===== src/hw/rtl/pei_pkg.sv =====
// pei_pkg: shared types, codes, constants and helpers for the particle integrator
// used by pei_mul and particle_euler_integrator; no dependencies
package pei_pkg;

   // fixed field widths
   localparam int VEC_W      = 32;
   localparam int DT_W       = 16;
   localparam int DAMP_W     = 21;
   localparam int MUL_W      = 33;
   localparam int PROD_W     = 2 * MUL_W;
   localparam int SUM_W      = PROD_W + 2;
   localparam int EXP_STEPS  = 16;
   localparam int EXP_ONE    = 30;
   localparam int SHIFT_W    = 6;
   localparam int MAX_SHIFT  = 33;
   localparam int FRAC_BITS_DEF = 16;

   // item modes
   localparam logic [2:0] MODE_ADD_FORCE = 3'd0;
   localparam logic [2:0] MODE_INTEGRATE = 3'd1;
   localparam logic [2:0] MODE_CLR_FORCE = 3'd2;
   localparam logic [2:0] MODE_CLR_VEL   = 3'd3;
   localparam logic [2:0] MODE_LOAD_POS  = 3'd4;
   localparam logic [2:0] MODE_LOAD_VEL  = 3'd5;

   // register indexes
   localparam logic [2:0] CSR_INV_MASS = 3'd0;
   localparam logic [2:0] CSR_DAMP     = 3'd1;
   localparam logic [2:0] CSR_BASE_X   = 3'd2;
   localparam logic [2:0] CSR_BASE_Y   = 3'd3;
   localparam logic [2:0] CSR_BASE_Z   = 3'd4;
   localparam logic [2:0] CSR_GRAV_X   = 3'd5;
   localparam logic [2:0] CSR_GRAV_Y   = 3'd6;
   localparam logic [2:0] CSR_GRAV_Z   = 3'd7;

   typedef enum logic [3:0] {
      ST_IDLE, ST_GRAV, ST_POS_M, ST_POS_A, ST_ACC_M, ST_ACC_A, ST_VEL_M, ST_VEL_A,
      ST_EXP_M, ST_EXP_A, ST_FR_M, ST_FR_A, ST_DMP_M, ST_DMP_A, ST_OUT
   } state_type;

   typedef logic signed [VEC_W-1:0] vec_type [3];

   // 2^(2^-(k+1)) in Q2.30
   function automatic logic [31:0] root_val(input logic [3:0] k);
      logic [31:0] r;
      unique case (k)
         4'd0:  r = 32'd1518500250;
         4'd1:  r = 32'd1276901417;
         4'd2:  r = 32'd1170923762;
         4'd3:  r = 32'd1121280436;
         4'd4:  r = 32'd1097253708;
         4'd5:  r = 32'd1085434106;
         4'd6:  r = 32'd1079572136;
         4'd7:  r = 32'd1076653033;
         4'd8:  r = 32'd1075196443;
         4'd9:  r = 32'd1074468888;
         4'd10: r = 32'd1074105294;
         4'd11: r = 32'd1073923544;
         4'd12: r = 32'd1073832680;
         4'd13: r = 32'd1073787251;
         4'd14: r = 32'd1073764537;
         default: r = 32'd1073753181;
      endcase
      return r;
   endfunction

   // clip to signed 32 bits; top bit flags a clip
   function automatic logic [VEC_W:0] sat32(input logic signed [SUM_W-1:0] v);
      logic [VEC_W:0] r;
      if (v > SUM_W'(signed'(32'sh7fffffff))) r = {1'b1, 32'h7fffffff};
      else if (v < SUM_W'(signed'(32'sh80000000))) r = {1'b1, 32'h80000000};
      else r = {1'b0, v[VEC_W-1:0]};
      return r;
   endfunction

endpackage


===== src/hw/rtl/pei_mul.sv =====
// pei_mul: shared signed 33x33 multiplier with registered product
// depends on pei_pkg
module pei_mul (
   input  logic                              clock,
   input  logic signed [pei_pkg::MUL_W-1:0]  op_a,
   input  logic signed [pei_pkg::MUL_W-1:0]  op_b,
   output logic signed [pei_pkg::PROD_W-1:0] product
);
   import pei_pkg::*;

   logic signed [PROD_W-1:0] prod_ff;

   // product register
   always_ff @(posedge clock) begin
      prod_ff <= op_a * op_b;
   end

   assign product = prod_ff;

endmodule


===== config.mk =====
export PLATFORM = sky130hd
export DESIGN_NAME = pei_mul
export DESIGN_NICKNAME = d
export VERILOG_FILES = /design/src/hw/rtl/pei_pkg.sv /design/src/hw/rtl/pei_mul.sv
export SDC_FILE = /design/constraint.sdc
export NUM_CORES = 2
export LEC_CHECK = 0
export BUFFER_PORTS_ARGS = -buffer_cell sky130_fd_sc_hd__buf_2
export CORE_MARGIN = 2
export CORE_UTILIZATION = 62
export DETAILED_ROUTE_END_ITERATION = 10
export GPL_TIMING_DRIVEN = 0
export PLACE_DENSITY_LB_ADDON = 0.3
export SLEW_MARGIN = 10
export SYNTH_ARGS = -nofsm -noshare
export SYNTH_HDL_FRONTEND = slang
export SYNTH_SLANG_ARGS = --single-unit

===== constraint.sdc =====
create_clock -name clock -period 11.73 [get_ports clock]
set_clock_uncertainty 0.1 [all_clocks]
set_input_delay 2.9325 -clock clock [delete_from_list [all_inputs] [get_ports clock]]
set_output_delay 2.9325 -clock clock [all_outputs]
set_load 0.01 [all_outputs]

==> results by group <==
Outcome
  – Status: completed

Final layout
  – Filler-free cell count of the finished design: 5345
  – NumNets Final: just under 6k
  – Number of flip-flops in the largest register: 66
  – Layout overhead on the synthesized area: 4.95%
  – Fraction of final layout cells with drive strength greater than 1: under 10%
  – Number of filler cells placed in the layout: ~5.4k

Synthesis
  – Proportion of synthesized flip-flops having asynchronous set or reset: 0%
  – Post-synth design cell area: 40700 sq um
  – Synthesized area per cell: between 9 and 10 sq um
  – Post-synthesis cell type with the largest combined area: sky130_fd_sc_hd__fa_1
  – Post-synthesis adder-cell area fraction: 62.9%
  – Synthesized-area fraction occupied by and/or/nand/nor cells: between 15 and 20%
  – Dominant combinational cell family by area after synthesis: adder cells
  – Share of Yosys cell area claimed by the top area cell type: between 50% and 60%
  – Synthesized-area fraction occupied by xor and xnor cells: around 1.5%
  – Share of synthesized area spent on multiplexers: 0%
  – Most frequent cell after synthesis: sky130_fd_sc_hd__fa_1
  – Number of library cell types mapped by synthesis: 80
  – Post-synthesis cell count: ~4.3k
  – Most frequently used flop master after synthesis: sky130_fd_sc_hd__dfxtp_1
  – Sequential share of the synthesized area: 3.24%
  – Number of warnings reported in the yosys synthesis log: 0
  – EDFF count, synth: 0
  – Synth cell count leaders: sky130_fd_sc_hd__fa_1 (1145), sky130_fd_sc_hd__inv_1 (1131), sky130_fd_sc_hd__and2_1 (562), sky130_fd_sc_hd__nand2_1 (551), sky130_fd_sc_hd__ha_1 (217)
  – Post-synthesis net count: 5767
  – Flop and latch count out of synthesis: 66
  – Post-synthesis compound-gate area fraction: around 4.1%
  – Top cells by area in the synthesized netlist: sky130_fd_sc_hd__fa_1 (56%), sky130_fd_sc_hd__inv_1 (10%), sky130_fd_sc_hd__and2_1 (8.6%), sky130_fd_sc_hd__ha_1 (6.7%), sky130_fd_sc_hd__nand2_1 (5.1%)

Clock tree
  – Longest Clk Path Bufs: 2
  – Clock transition at the register clock pins on the worst setup and hold paths after CTS: around 0.070 ns
  – Number of buffers created by CTS: 9
  – Clock tree from TritonCTS: yes
  – Number of H-tree branching levels: 3
  – Clock net sink count: 66
  – Number of buffers added to fix hold violations after cts: 0
  – Clock Root Buffer: sky130_fd_sc_hd__clkbuf_16

Routing
  – DRT Wirelength: ~140 mm
  – Count of unresolved DRC violations after routing: 0
  – Number of vias after detailed routing: 31.1k
  – Number of routed nets with antenna violations: 0
  – Drt via density: between 5 and 6
  – Routed wire per std cell: 26.0 um
  – 1st-pass router iterations: 8
  – DR iter-0 viols: around 3.2k

Worst setup path
  – CP Launch Point: op_a[32]
  – Crit path capture: product[64]
  – CP Max Fanout: 17
  – Data arrival time of the worst path: about 12 ns
  – CP required: about 12 ns
  – Kind of critical path: in2reg
  – Capturing element type of the critical path: register
  – Category of the worst setup path launch point: input pin

Placement
  – Count of port buffers added during placement: between 100 and 150
  – Post-DP HPWL: between 100 and 150 mm
  – Post-Place Cells: ~5.3k
  – Global placer's final weighted congestion: 1.12

STA
  – Hold Vio Cnt, Final: 0
  – Final Slew Violations: 0
  – Shortest clock period the worst path allows after layout: 11.54 ns
  – Final period util: between 90% and 100%
  – Post-Route Setup TNS: 0 ns
  – Setup repair after global routing missed its margin: false
  – Max_slew headroom: a little under a fifth
  – Maximum operating frequency: around 0.087 GHz
  – Worst-Margin Slew: ~1.2 ns
  – Final setup viols: 0

Floorplanning
  – Total I/O pin count: 133
  – Floorplan Core Area: between 60000 and 70000 sq um
  – Die Ht: 260 um
  – Number of cell rows: 93
  – X dimension of the die: roughly 260 um
  – Die Footprint: ~68000 sq um
  – Effective utilization at floorplan: around 63%

Global route
  – Maximum number of pins on one net before global-route repair: 27
  – Global-route wire length before repair: between 200 and 250 mm
  – Total global routing overflow: 0
  – Initial antenna violation count: 12
  – Total global-route track usage: around 43%
  – Via count of the first global-routing pass: approximately 33k

Flow run
  – Maxcap violations: 0

Hold path
  – Worst min-delay path category: in2reg
layout make-up:
type | count | area, sq um | share of cell area (%)
diodes | 4 | 10.0 | 0.0234
plain buffers | 221 | 852 | 1.99
clock buffers | 11 | 243 | 0.568
clock inverters | 5 | 30.0 | 0.0702
inverters | 1131 | 4250 | 9.93
multi-input cells | 2920 | 34300 | 80.3
flip-flops and latches | 66 | 1320 | 3.09
well taps | 855 | 1070 | 2.50
repair buffers | 132 | 661 | 1.55
placed cells by master (no fill, tap or decap), types with 7 or more instances in the layout:
cell type                   instances
sky130_fd_sc_hd__nand2b_1          12
sky130_fd_sc_hd__nor3_1             7
sky130_fd_sc_hd__buf_2            143
sky130_fd_sc_hd__a21oi_1           57
sky130_fd_sc_hd__dfxtp_1           66
sky130_fd_sc_hd__xnor2_1           43
sky130_fd_sc_hd__and2_1           562
sky130_fd_sc_hd__xor2_1            25
sky130_fd_sc_hd__o21bai_1          11
sky130_fd_sc_hd__nand3_1           25
sky130_fd_sc_hd__nand4_1           11
sky130_fd_sc_hd__inv_1           1131
sky130_fd_sc_hd__a21o_1            36
sky130_fd_sc_hd__clkbuf_1         208
sky130_fd_sc_hd__clkbuf_16          9
sky130_fd_sc_hd__o21ai_0           25
sky130_fd_sc_hd__nand2_1          551
sky130_fd_sc_hd__a31oi_1            8
sky130_fd_sc_hd__ha_1             217
sky130_fd_sc_hd__a211oi_1           7
sky130_fd_sc_hd__nor2_1            68
sky130_fd_sc_hd__fa_1            1144
worst min path at each step:
stage	end	start	depth (start not counted)
final	product[0]	op_a[0]	2
after global routing	product[0]	op_a[0]	2
after CTS	product[0]	op_a[0]	2
after detailed placement	product[49]	product[49]	1
after global placement	product[27]	product[27]	1
after floorplan	product[0]	op_a[0]	1
layer usage:
metal  global-route usage [%]  wire [um]  vias up
met5                        0         43        -
met4                     31.6      13000        6
met3                     11.4      16700      538
met2                     64.3      60600     2012
met1                     55.8      48500    15888
li1                         -          -    12630
through the flow:
step	hold WS, ns	utilization, %	instance area [sq um]	worst slack, ns
2_1_floorplan	2.96	-	40700	1.46
3_3_place_gp	3.23	65.6	42500	-0.504
3_5_place_dp	3.22	65.6	42500	-0.517
4_1_cts	2.91	66.1	42700	0.170
5_1_grt	2.92	66.1	42700	0.00571
6_report	2.92	66.1	42800	0.191
logic make-up after synthesis:
| logic type | after synthesis |
|---|---|
| DFF | 66 |
| AOI/OAI and AO/OA | 219 |
| xor gates and xnor gates | 68 |
| and+or+nand+nor | 1271 |
| adders and majority gates | 1362 |
| buffers and inverters | 1352 |
repair_timing:
| item | CTS | global route |
|---|---|---|
| setup endpoints to repair | 4 | 4 |
| resized for setup | 1 | 2 |
| buffers inserted | 0 | 0 |
worst max-delay path: stages:
cell	delay [ns]
sky130_fd_sc_hd__buf_2	0.28
sky130_fd_sc_hd__clkbuf_1	0.66
sky130_fd_sc_hd__and2_1	0.30
sky130_fd_sc_hd__fa_1	0.54
sky130_fd_sc_hd__fa_1	0.63
sky130_fd_sc_hd__fa_1	0.66
sky130_fd_sc_hd__fa_2	1.04
sky130_fd_sc_hd__fa_1	0.55
sky130_fd_sc_hd__fa_1	0.53
sky130_fd_sc_hd__fa_1	0.50
sky130_fd_sc_hd__inv_1	0.05
sky130_fd_sc_hd__fa_1	0.50
sky130_fd_sc_hd__inv_1	0.05
sky130_fd_sc_hd__ha_1	0.26
sky130_fd_sc_hd__clkbuf_1	0.28
sky130_fd_sc_hd__nand4_1	0.21
sky130_fd_sc_hd__nor3_1	0.69
sky130_fd_sc_hd__o311ai_4	0.34
sky130_fd_sc_hd__nand3_2	0.26
sky130_fd_sc_hd__a211oi_1	0.10
sky130_fd_sc_hd__a311oi_1	0.31
Power is left out: the tool's default activity adds up to more than one toggle a clock period on the data nets, which glitch-free logic cannot reach.
